## src/rtl/core/lps_pkg.sv

```systemverilog
// Shared types and constants for the lexicographic permutation stepper.
// Holds request opcodes, register indexes, reset values and the control and
// status structs passed between the top level and the stepping core.
package lps_pkg;

  localparam int unsigned OPCODE_W  = 1;
  localparam int unsigned INDEX_W   = 4;
  localparam int unsigned VALUE_W   = 8;
  localparam int unsigned POS_W     = 4;
  localparam int unsigned CFG_IDX_W = 2;
  localparam int unsigned CFG_DATA_W = 16;
  localparam int unsigned SIZE_W    = 5;
  localparam int unsigned EMIT_W    = 5;
  localparam int unsigned ADV_W     = 16;

  localparam logic [OPCODE_W-1:0] OP_LOAD    = 1'b0;
  localparam logic [OPCODE_W-1:0] OP_ADVANCE = 1'b1;

  localparam logic [CFG_IDX_W-1:0] CFG_SIZE_IN_USE   = 2'd0;
  localparam logic [CFG_IDX_W-1:0] CFG_EMIT_COUNT    = 2'd1;
  localparam logic [CFG_IDX_W-1:0] CFG_ADVANCE_COUNT = 2'd2;

  localparam logic [SIZE_W-1:0] SIZE_RESET    = 5'd16;
  localparam logic [EMIT_W-1:0] EMIT_RESET    = 5'd16;
  localparam logic [ADV_W-1:0]  ADVANCE_RESET = 16'd1;

  typedef struct packed {
    logic adv_start;
    logic load_we;
    logic out_free;
  } lps_ctl_t;

  typedef struct packed {
    logic busy;
    logic emit_fire;
    logic emit_last;
    logic emit_wrap;
  } lps_sts_t;

endpackage

```

## src/rtl/core/lps_core.sv

```systemverilog
// Stepping core: element memory, one shared comparator and the sequencer that
// emits the prefix and applies the next-permutation steps.
// Depends on lps_pkg for the control and status structs.
module lps_core #(
  parameter int unsigned MAX_ELEMENTS  = 16,
  parameter int unsigned ELEMENT_WIDTH = 8,
  parameter int unsigned IW = $clog2(MAX_ELEMENTS),
  parameter int unsigned CW = $clog2(MAX_ELEMENTS + 1)
) (
  input  logic                      clk_i,
  input  logic                      rst_ni,
  input  lps_pkg::lps_ctl_t         ctl_i,
  input  logic [IW-1:0]             load_addr_i,
  input  logic [ELEMENT_WIDTH-1:0]  load_data_i,
  input  logic [CW-1:0]             n_i,
  input  logic [CW-1:0]             emit_cnt_i,
  input  logic [lps_pkg::ADV_W-1:0] adv_cnt_i,
  output lps_pkg::lps_sts_t         sts_o,
  output logic [IW-1:0]             emit_pos_o,
  output logic [ELEMENT_WIDTH-1:0]  emit_data_o
);

  typedef enum logic [12:0] {
    ST_IDLE      = 13'b0000000000001,
    ST_EMIT_RD   = 13'b0000000000010,
    ST_EMIT_WAIT = 13'b0000000000100,
    ST_STEP      = 13'b0000000001000,
    ST_PIV_RD    = 13'b0000000010000,
    ST_PIV_CMP   = 13'b0000000100000,
    ST_SUC_RD    = 13'b0000001000000,
    ST_SUC_CMP   = 13'b0000010000000,
    ST_REV_CHK   = 13'b0000100000000,
    ST_SWP_RD    = 13'b0001000000000,
    ST_SWP_W1    = 13'b0010000000000,
    ST_SWP_W2    = 13'b0100000000000,
    ST_STEP_END  = 13'b1000000000000
  } lps_state_e;

  lps_state_e state_q, state_d;

  logic [ELEMENT_WIDTH-1:0] mem_q [MAX_ELEMENTS];
  logic [ELEMENT_WIDTH-1:0] rd_a_q, rd_b_q;
  logic                     rd_en, we;
  logic [IW-1:0]            ra, rb, waddr;
  logic [ELEMENT_WIDTH-1:0] wdata;

  logic [IW-1:0] k_q, k_d, p_q, p_d, q_q, q_d, lo_q, lo_d, hi_q, hi_d;
  logic [IW-1:0] sx_q, sx_d, sy_q, sy_d;
  logic [lps_pkg::ADV_W-1:0] step_q, step_d;
  logic any_q, any_d, wrap_q, wrap_d;
  logic a_ge_b, emit_last, emit_fire;
  logic [IW-1:0] n_last;

  // The single shared comparator used by both scans.
  assign a_ge_b    = (rd_a_q >= rd_b_q);
  assign emit_last = ((32'(k_q) + 32'd1) == 32'(emit_cnt_i));
  assign n_last    = IW'(n_i - CW'(1));

  always_ff @(posedge clk_i) begin
    if (we) begin
      mem_q[waddr] <= wdata;
    end
    if (rd_en) begin
      rd_a_q <= mem_q[ra];
      rd_b_q <= mem_q[rb];
    end
  end

  always_comb begin
    state_d   = state_q;
    k_d       = k_q;
    p_d       = p_q;
    q_d       = q_q;
    lo_d      = lo_q;
    hi_d      = hi_q;
    sx_d      = sx_q;
    sy_d      = sy_q;
    step_d    = step_q;
    any_d     = any_q;
    wrap_d    = wrap_q;
    rd_en     = 1'b0;
    ra        = k_q;
    rb        = p_q;
    we        = 1'b0;
    waddr     = sx_q;
    wdata     = rd_b_q;
    emit_fire = 1'b0;
    unique case (state_q)
      ST_IDLE: begin
        if (ctl_i.load_we) begin
          we    = 1'b1;
          waddr = load_addr_i;
          wdata = load_data_i;
        end
        if (ctl_i.adv_start) begin
          k_d     = '0;
          state_d = ST_EMIT_RD;
        end
      end
      ST_EMIT_RD: begin
        rd_en   = 1'b1;
        ra      = k_q;
        state_d = ST_EMIT_WAIT;
      end
      ST_EMIT_WAIT: begin
        if (ctl_i.out_free) begin
          emit_fire = 1'b1;
          if (emit_last) begin
            if (adv_cnt_i == '0) begin
              wrap_d  = 1'b0;
              state_d = ST_IDLE;
            end else begin
              step_d  = '0;
              any_d   = 1'b0;
              state_d = ST_STEP;
            end
          end else begin
            k_d     = k_q + IW'(1);
            state_d = ST_EMIT_RD;
          end
        end
      end
      ST_STEP: begin
        if (n_i < CW'(2)) begin
          any_d   = 1'b1;
          state_d = ST_STEP_END;
        end else begin
          p_d     = n_last;
          state_d = ST_PIV_RD;
        end
      end
      ST_PIV_RD: begin
        if (p_q == '0) begin
          any_d   = 1'b1;
          lo_d    = '0;
          hi_d    = n_last;
          state_d = ST_REV_CHK;
        end else begin
          rd_en   = 1'b1;
          ra      = p_q - IW'(1);
          rb      = p_q;
          state_d = ST_PIV_CMP;
        end
      end
      ST_PIV_CMP: begin
        p_d = p_q - IW'(1);
        if (a_ge_b) begin
          state_d = ST_PIV_RD;
        end else begin
          q_d     = n_last;
          state_d = ST_SUC_RD;
        end
      end
      ST_SUC_RD: begin
        rd_en   = 1'b1;
        ra      = p_q;
        rb      = q_q;
        state_d = ST_SUC_CMP;
      end
      ST_SUC_CMP: begin
        if (a_ge_b) begin
          q_d     = q_q - IW'(1);
          state_d = ST_SUC_RD;
        end else begin
          sx_d    = p_q;
          sy_d    = q_q;
          lo_d    = p_q + IW'(1);
          hi_d    = n_last;
          state_d = ST_SWP_RD;
        end
      end
      ST_REV_CHK: begin
        if (lo_q < hi_q) begin
          sx_d    = lo_q;
          sy_d    = hi_q;
          lo_d    = lo_q + IW'(1);
          hi_d    = hi_q - IW'(1);
          state_d = ST_SWP_RD;
        end else begin
          state_d = ST_STEP_END;
        end
      end
      ST_SWP_RD: begin
        rd_en   = 1'b1;
        ra      = sx_q;
        rb      = sy_q;
        state_d = ST_SWP_W1;
      end
      ST_SWP_W1: begin
        we      = 1'b1;
        waddr   = sx_q;
        wdata   = rd_b_q;
        state_d = ST_SWP_W2;
      end
      ST_SWP_W2: begin
        we      = 1'b1;
        waddr   = sy_q;
        wdata   = rd_a_q;
        state_d = ST_REV_CHK;
      end
      ST_STEP_END: begin
        if ((17'(step_q) + 17'd1) == 17'(adv_cnt_i)) begin
          wrap_d  = any_q;
          state_d = ST_IDLE;
        end else begin
          step_d  = step_q + 16'd1;
          state_d = ST_STEP;
        end
      end
      default: begin
        state_d = ST_IDLE;
      end
    endcase
  end

  always_ff @(posedge clk_i or negedge rst_ni) begin
    if (!rst_ni) begin
      state_q <= ST_IDLE;
      k_q     <= '0;
      p_q     <= '0;
      q_q     <= '0;
      lo_q    <= '0;
      hi_q    <= '0;
      sx_q    <= '0;
      sy_q    <= '0;
      step_q  <= '0;
      any_q   <= 1'b0;
      wrap_q  <= 1'b0;
    end else begin
      state_q <= state_d;
      k_q     <= k_d;
      p_q     <= p_d;
      q_q     <= q_d;
      lo_q    <= lo_d;
      hi_q    <= hi_d;
      sx_q    <= sx_d;
      sy_q    <= sy_d;
      step_q  <= step_d;
      any_q   <= any_d;
      wrap_q  <= wrap_d;
    end
  end

  assign sts_o.busy      = (state_q != ST_IDLE);
  assign sts_o.emit_fire = emit_fire;
  assign sts_o.emit_last = emit_last;
  assign sts_o.emit_wrap = emit_last && wrap_q;
  assign emit_pos_o      = k_q;
  assign emit_data_o     = rd_a_q;

endmodule

```

## src/rtl/core/lexicographic_permutation_stepper.sv

```systemverilog
// Top level of the lexicographic permutation stepper: request and result
// channels, configuration registers and the result register.
// Depends on lps_pkg and instantiates lps_core.
//
// A request with opcode load writes value_i into element index_i
// and produces no result. A request with opcode advance first emits the
// leading emit_count elements as results, the final one marked by last_o and
// carrying in wrapped_o whether the previous advance wrapped. It then applies
// advance_count next-permutation steps to the first size_in_use elements.
// Each result is an element memory read, then the load of the result register.
// Each step scans for the pivot and then the successor with the shared
// comparator, swaps the two and reverses the suffix; a step that finds no
// pivot reverses all size_in_use elements and counts as a wrap.
// in_ready_o is low from an advance request until its last step is done.
// When the receiver stalls, the sequencer holds the next element until the
// result register is free. Reset loads the register defaults and clears the
// wrap flag; elements hold no defined value until loaded.
module lexicographic_permutation_stepper #(
  parameter int unsigned MAX_ELEMENTS  = 16,
  parameter int unsigned ELEMENT_WIDTH = 8
) (
  input  logic                           clk_i,
  input  logic                           rst_ni,
  input  logic                           in_valid_i,
  output logic                           in_ready_o,
  input  logic [lps_pkg::OPCODE_W-1:0]   opcode_i,
  input  logic [lps_pkg::INDEX_W-1:0]    index_i,
  input  logic [lps_pkg::VALUE_W-1:0]    value_i,
  output logic                           out_valid_o,
  input  logic                           out_ready_i,
  output logic [lps_pkg::POS_W-1:0]      position_o,
  output logic [lps_pkg::VALUE_W-1:0]    element_o,
  output logic                           last_o,
  output logic                           wrapped_o,
  input  logic                           cfg_we_i,
  input  logic [lps_pkg::CFG_IDX_W-1:0]  cfg_index_i,
  input  logic [lps_pkg::CFG_DATA_W-1:0] cfg_data_i
);

  localparam int unsigned IW = $clog2(MAX_ELEMENTS);
  localparam int unsigned CW = $clog2(MAX_ELEMENTS + 1);

  logic [lps_pkg::SIZE_W-1:0] size_q;
  logic [lps_pkg::EMIT_W-1:0] emit_q;
  logic [lps_pkg::ADV_W-1:0]  adv_q;

  logic [CW-1:0] n_sat, emit_sat;
  logic          in_fire, idx_ok, out_free;
  logic [IW+lps_pkg::INDEX_W-1:0]      idx_ext;
  logic [ELEMENT_WIDTH+lps_pkg::VALUE_W-1:0] val_ext, el_ext;
  logic [IW+lps_pkg::POS_W-1:0]        pos_ext;

  lps_pkg::lps_ctl_t ctl;
  lps_pkg::lps_sts_t sts;
  logic [IW-1:0]            emit_pos;
  logic [ELEMENT_WIDTH-1:0] emit_data;

  logic                          out_valid_q;
  logic [lps_pkg::POS_W-1:0]     pos_q;
  logic [lps_pkg::VALUE_W-1:0]   elem_q;
  logic                          last_q, wrap_q;

  always_ff @(posedge clk_i or negedge rst_ni) begin
    if (!rst_ni) begin
      size_q <= lps_pkg::SIZE_RESET;
      emit_q <= lps_pkg::EMIT_RESET;
      adv_q  <= lps_pkg::ADVANCE_RESET;
    end else if (cfg_we_i) begin
      unique case (cfg_index_i)
        lps_pkg::CFG_SIZE_IN_USE:   size_q <= cfg_data_i[lps_pkg::SIZE_W-1:0];
        lps_pkg::CFG_EMIT_COUNT:    emit_q <= cfg_data_i[lps_pkg::EMIT_W-1:0];
        lps_pkg::CFG_ADVANCE_COUNT: adv_q  <= cfg_data_i;
        default: ;
      endcase
    end
  end

  always_comb begin
    if (32'(size_q) > MAX_ELEMENTS) begin
      n_sat = CW'(MAX_ELEMENTS);
    end else begin
      n_sat = CW'(size_q);
    end
    priority if (emit_q == '0) begin
      emit_sat = CW'(1);
    end else if (32'(emit_q) > MAX_ELEMENTS) begin
      emit_sat = CW'(MAX_ELEMENTS);
    end else begin
      emit_sat = CW'(emit_q);
    end
  end

  assign in_ready_o = !sts.busy;
  assign in_fire    = in_valid_i && in_ready_o;
  assign idx_ok     = (32'(index_i) < MAX_ELEMENTS);
  assign idx_ext    = {{IW{1'b0}}, index_i};
  assign val_ext    = {{ELEMENT_WIDTH{1'b0}}, value_i};
  assign out_free   = !out_valid_q || out_ready_i;

  assign ctl.adv_start = in_fire && (opcode_i == lps_pkg::OP_ADVANCE);
  assign ctl.load_we   = in_fire && (opcode_i == lps_pkg::OP_LOAD) && idx_ok;
  assign ctl.out_free  = out_free;

  lps_core #(
    .MAX_ELEMENTS (MAX_ELEMENTS),
    .ELEMENT_WIDTH(ELEMENT_WIDTH),
    .IW           (IW),
    .CW           (CW)
  ) u_core (
    .clk_i      (clk_i),
    .rst_ni     (rst_ni),
    .ctl_i      (ctl),
    .load_addr_i(idx_ext[IW-1:0]),
    .load_data_i(val_ext[ELEMENT_WIDTH-1:0]),
    .n_i        (n_sat),
    .emit_cnt_i (emit_sat),
    .adv_cnt_i  (adv_q),
    .sts_o      (sts),
    .emit_pos_o (emit_pos),
    .emit_data_o(emit_data)
  );

  assign pos_ext = {{lps_pkg::POS_W{1'b0}}, emit_pos};
  assign el_ext  = {{lps_pkg::VALUE_W{1'b0}}, emit_data};

  always_ff @(posedge clk_i or negedge rst_ni) begin
    if (!rst_ni) begin
      out_valid_q <= 1'b0;
    end else if (sts.emit_fire) begin
      out_valid_q <= 1'b1;
    end else if (out_ready_i) begin
      out_valid_q <= 1'b0;
    end
  end

  always_ff @(posedge clk_i) begin
    if (sts.emit_fire) begin
      pos_q  <= pos_ext[lps_pkg::POS_W-1:0];
      elem_q <= el_ext[lps_pkg::VALUE_W-1:0];
      last_q <= sts.emit_last;
      wrap_q <= sts.emit_wrap;
    end
  end

  assign out_valid_o = out_valid_q;
  assign position_o  = pos_q;
  assign element_o   = elem_q;
  assign last_o      = last_q;
  assign wrapped_o   = wrap_q;

  a_emit_only_when_free: assert property (@(posedge clk_i) disable iff (!rst_ni)
    sts.emit_fire |-> out_free)
    else $error("Result issued while the result register was stalled.");

  a_advance_goes_busy: assert property (@(posedge clk_i) disable iff (!rst_ni)
    ctl.adv_start |=> sts.busy)
    else $error("Advance request did not start the sequencer.");

  a_wrap_only_on_last: assert property (@(posedge clk_i) disable iff (!rst_ni)
    out_valid_q && wrap_q |-> last_q)
    else $error("Wrap flag shown on a result that is not the last.");

  a_no_load_when_busy: assert property (@(posedge clk_i) disable iff (!rst_ni)
    sts.busy |-> !ctl.load_we && !ctl.adv_start)
    else $error("Request taken while the sequencer was busy.");

endmodule

```

## config.mk

```make
export PLATFORM = sky130hd
export DESIGN_NAME = lexicographic_permutation_stepper
export DESIGN_NICKNAME = d
export VERILOG_FILES = /design/src/rtl/core/lps_pkg.sv /design/src/rtl/core/lps_core.sv /design/src/rtl/core/lexicographic_permutation_stepper.sv
export SDC_FILE = /design/constraint.sdc
export NUM_CORES = 1
export LEC_CHECK = 0
export CORE_MARGIN = 8
export CORE_UTILIZATION = 40
export DETAILED_ROUTE_END_ITERATION = 10
export DONT_BUFFER_PORTS = 1
export GPL_TIMING_DRIVEN = 0
export PLACE_DENSITY = 0.61
export REMOVE_ABC_BUFFERS = 1
export SLEW_MARGIN = 20
export SYNTH_ARGS = -nofsm -noshare
export SYNTH_HDL_FRONTEND = slang
export SYNTH_SLANG_ARGS = --single-unit
```

## constraint.sdc

```tcl
create_clock -name clk_i -period 7.9 [get_ports clk_i]
set_input_delay 0 -clock clk_i [delete_from_list [all_inputs] [get_ports clk_i]]
set_output_delay 0 -clock clk_i [all_outputs]
set_load 0.02 [all_outputs]
```

==> flow_results.xml <==
<?xml version="1.0" encoding="UTF-8"?>
<metrics>
  <group name="synthesis">
    <metric name="ys_warn_count" unit="">0</metric>
    <metric name="netlist-cell-type-count" unit="">86</metric>
    <metric name="synthCells" unit="">1166</metric>
    <metric name="synth-seq-area-share" unit="">0.513</metric>
    <metric name="synthFlopType" unit="">sky130_fd_sc_hd__edfxtp_1</metric>
    <metric name="yosys_register_bits" unit="">244</metric>
    <metric name="synth_area" unit="um2">13400</metric>
    <metric name="synth_edf_count" unit="">158</metric>
    <metric name="syn_area_per_cell" unit="um2">11.5</metric>
    <metric name="async_reset_ff_frac" unit="">0.352</metric>
  </group>
  <group name="finish">
    <metric name="layoutNonFillerInstCount" unit="">1677</metric>
    <metric name="layout-drive-gt1-share" unit="">0.148</metric>
    <metric name="fin_nets" unit="">1258</metric>
    <metric name="area_delta_synth_final" unit="%">12.8</metric>
    <metric name="final_cell_utilization_of_the_core" unit="">0.455</metric>
  </group>
  <group name="timing">
    <metric name="hold_viol_final" unit="">0</metric>
    <metric name="setup_tns" unit="ps">0</metric>
    <metric name="setup_viol_count_final" unit="">0</metric>
    <metric name="slew-limit-headroom" unit="">0.237</metric>
    <metric name="tightest_pin_transition" unit="ps">1140</metric>
    <metric name="finalCriticalPeriod" unit="ps">4770</metric>
    <metric name="highest_clock_rate" unit="MHz">210</metric>
    <metric name="slew_violations" unit="">0</metric>
    <metric name="rsz0062_at_grt" unit="">no</metric>
    <metric name="period_share" unit="">0.604</metric>
    <metric name="timing.clock.skew" unit="ps">13.4</metric>
  </group>
  <group name="power_and_ir_drop">
    <metric name="power.static_leakage" unit="uW">0.00577</metric>
    <metric name="irDropWorstVdd" unit="uV">140</metric>
    <metric name="power_density" unit="nW/um2">226</metric>
  </group>
  <group name="drt">
    <metric name="num_vias" unit="">9590</metric>
    <metric name="routed_wire_length_per_instance" unit="um">20.6</metric>
    <metric name="via_per_inst" unit="">5.72</metric>
    <metric name="drc" unit="">0</metric>
    <metric name="wl" unit="um">34600</metric>
    <metric name="drt_iter0_markers" unit="">717</metric>
    <metric name="drt_pass1_iterations" unit="">5</metric>
    <metric name="route.antenna.remaining_nets" unit="">0</metric>
  </group>
  <group name="cts">
    <metric name="cts_buffer_depth" unit="">3</metric>
    <metric name="cts_buffers" unit="">28</metric>
    <metric name="cts.reportedPaths.clkPinSlew" unit="ps">60</metric>
    <metric name="post_cts_resized" unit="">0</metric>
    <metric name="clock_tree.root_cell" unit="">sky130_fd_sc_hd__clkbuf_16</metric>
    <metric name="tritoncts_clock_tree" unit="">built</metric>
    <metric name="htree_levels" unit="">1</metric>
    <metric name="tritoncts_num_sinks" unit="">244</metric>
    <metric name="worstSkewPairLatency" unit="ps">550</metric>
  </group>
  <group name="global_routing">
    <metric name="grt_overflow" unit="">0</metric>
    <metric name="gr-usage-all-layers" unit="">0.172</metric>
    <metric name="first_pass_grt_wire_length" unit="um">52900</metric>
    <metric name="grt_start_max_net_pins" unit="">87</metric>
    <metric name="antenna_found_initial" unit="">3</metric>
    <metric name="first_global_vias" unit="">9244</metric>
  </group>
  <group name="floorplanning">
    <metric name="fp.dieH" unit="um">199</metric>
    <metric name="total_number_of_placement_rows" unit="">67</metric>
    <metric name="initial_utilization" unit="">0.404</metric>
    <metric name="core_area" unit="um2">33300</metric>
    <metric name="chipWidth" unit="um">199</metric>
    <metric name="boundaryPins" unit="">52</metric>
    <metric name="die_area" unit="um2">39700</metric>
  </group>
  <group name="setup_path">
    <metric name="timing.critical_path.arrival" unit="ps">5040</metric>
    <metric name="required_arrival_time_at_the_worst_endpoint" unit="ps">8170</metric>
    <metric name="crit_path_max_fanout" unit="">11</metric>
    <metric name="r2r-start" unit="">u_core.state_q[2]</metric>
    <metric name="worst_setup_path_end_kind" unit="">flip-flop</metric>
    <metric name="startpoint_type" unit="">flip-flop</metric>
    <metric name="timing.reg2reg.worst_path_depth" unit="">15</metric>
    <metric name="critical_path.startpoint" unit="">u_core.state_q[2]</metric>
    <metric name="timing_worst_setup_path_type" unit="">reg2reg</metric>
  </group>
  <group name="worst_hold_path">
    <metric name="hold_start" unit="">index_i[0]</metric>
    <metric name="hold_path.class" unit="">in2reg</metric>
    <metric name="holdPathStages" unit="">3</metric>
  </group>
  <group name="placed_design">
    <metric name="place.detailed.instances" unit="">1597</metric>
    <metric name="detailed_place_hpwl" unit="um">24400</metric>
    <metric name="port_buffers" unit="">0</metric>
    <metric name="place_congestion" unit="">0.846</metric>
  </group>
  <group name="flow_run">
    <metric name="maxCapViolCount" unit="">0</metric>
  </group>
  <group name="outcome">
    <metric name="status" unit="">finished clean</metric>
  </group>
</metrics>
[power breakdown]
| group | internal (uW) | switching, uW | total [uW] |
|---|---|---|---|
| logic | 217 | 320 | 537 |
| registers | 1480 | 73.9 | 1550 |
| clock network | 822 | 522 | 1340 |
[critical path, stage by stage, from the launching register on]
cell and delay [ps]:
sky130_fd_sc_hd__dfrtp_1 500, sky130_fd_sc_hd__nor4_4 680, sky130_fd_sc_hd__and4_1 400, sky130_fd_sc_hd__a22oi_1 130
sky130_fd_sc_hd__o211ai_1 590, sky130_fd_sc_hd__buf_4 310, sky130_fd_sc_hd__buf_4 190, sky130_fd_sc_hd__buf_4 180
sky130_fd_sc_hd__buf_4 160, sky130_fd_sc_hd__buf_4 170, sky130_fd_sc_hd__buf_4 190, sky130_fd_sc_hd__buf_4 170
sky130_fd_sc_hd__buf_4 150, sky130_fd_sc_hd__mux2_1 320, sky130_fd_sc_hd__o211ai_1 220, sky130_fd_sc_hd__nand3_1 110
[Yosys cell counts, types with 21 or more instances]
master | n | area (um2)
sky130_fd_sc_hd__a22oi_1 | 27 | 203
sky130_fd_sc_hd__o211ai_1 | 38 | 285
sky130_fd_sc_hd__edfxtp_1 | 158 | 4740
sky130_fd_sc_hd__mux2i_1 | 99 | 991
sky130_fd_sc_hd__nand2_1 | 100 | 375
sky130_fd_sc_hd__a21o_1 | 21 | 158
sky130_fd_sc_hd__inv_1 | 34 | 128
sky130_fd_sc_hd__mux2_2 | 47 | 529
sky130_fd_sc_hd__nor2b_1 | 26 | 163
sky130_fd_sc_hd__dfrtp_1 | 82 | 2050
sky130_fd_sc_hd__nor2_1 | 60 | 225
sky130_fd_sc_hd__o21ai_0 | 32 | 160
sky130_fd_sc_hd__a21oi_1 | 58 | 290
sky130_fd_sc_hd__nand3_1 | 37 | 185
[area by class of cell]
cell class / instances / area, um2
Multi-Input combinational cell: 820 / 6000
Timing Repair Buffer: 76 / 596
Fill cell: 3049 / 18100
Tap cell: 448 / 561
Antenna cell: 3 / 7.51
Inverter: 34 / 128
Sequential cell: 244 / 6900
Clock buffer: 36 / 773
Clock inverter: 16 / 186
[kinds of logic after synthesis]
| family | after synthesis | synth area share |
|---|---|---|
| AND/OR/NAND/NOR | 356 | 0.146 |
| AO/OA/AOI/OAI | 253 | 0.130 |
| flip-flops | 244 | 0.513 |
| multiplexers | 160 | 0.125 |
| buffers and inverters | 102 | 0.0434 |
| XOR/XNOR | 33 | 0.0248 |
| adder cells (fa/ha/maj) | 18 | 0.0168 |
[path summary, 6_finish.rpt]
| kind | end | slack (ps) |
|---|---|---|
| worst max-delay path | u_core.emit_data_o[5] | 3130 |
| worst min-delay path | u_core.mem_q[6][7] | 40 |
| worst max register to register | u_core.emit_data_o[5] | 3130 |
| worst min register to register | u_core.wrap_q | 510 |
| max in group asynchronous | adv_q[0] | 7490 |
| min in group asynchronous | adv_q[12] | 50 |
[cells in the final DEF, fill, tap and decap left out, types with 21 or more instances in the layout]
cell,count
sky130_fd_sc_hd__o211ai_1,38
sky130_fd_sc_hd__nand2_1,100
sky130_fd_sc_hd__inv_1,34
sky130_fd_sc_hd__clkbuf_16,30
sky130_fd_sc_hd__edfxtp_1,158
sky130_fd_sc_hd__dlygate4sd3_1,24
sky130_fd_sc_hd__dfrtp_1,82
sky130_fd_sc_hd__mux2i_1,99
sky130_fd_sc_hd__nand3_1,37
sky130_fd_sc_hd__a21o_1,21
sky130_fd_sc_hd__a21oi_1,58
sky130_fd_sc_hd__o21ai_0,32
sky130_fd_sc_hd__a22oi_1,27
sky130_fd_sc_hd__mux2_2,47
sky130_fd_sc_hd__nor2_1,57
sky130_fd_sc_hd__buf_2,30
sky130_fd_sc_hd__nor2b_1,26
[through the flow]
stage	cell area (um2)	setup slack [ps]	hold slack (ps)	total power (uW)
after CTS	15100	3170	17.3	3450
after detailed placement	13900	3230	-293	2080
final	15200	3130	42.4	3430
after global placement	13500	-4040	-293	2090
after floorplan	13000	-426	-296	1930
after global routing	15200	2890	64.5	3570
[flip-flops by register name, indices dropped and copies added, names as in the netlist, 4 cells and up]
signal              flops
u_core.mem_q          128
adv_q                  16
u_core.step_q          16
u_core.state_q         13
element_o               8
u_core.emit_data_o      8
u_core.rd_b_q           8
emit_q                  5
size_q                  5
position_o              4
u_core.emit_pos_o       4
u_core.hi_q             4
u_core.lo_q             4
u_core.p_q              4
u_core.q_q              4
u_core.sx_q             4
u_core.sy_q             4
[repair_timing]
item,in CTS,in global routing
hold buffers,25,0
hold endpoints to repair,121,0
setup buffers,0,0
[routing by layer]
layer	global-route usage	vias up	routed length (um)
met3	0.0337	53	2250
li1	-	4497	-
met5	0	-	0
met2	0.282	263	16200
met1	0.225	4777	15200
met4	0.0560	0	915
(Power assumes the default switching activity.)
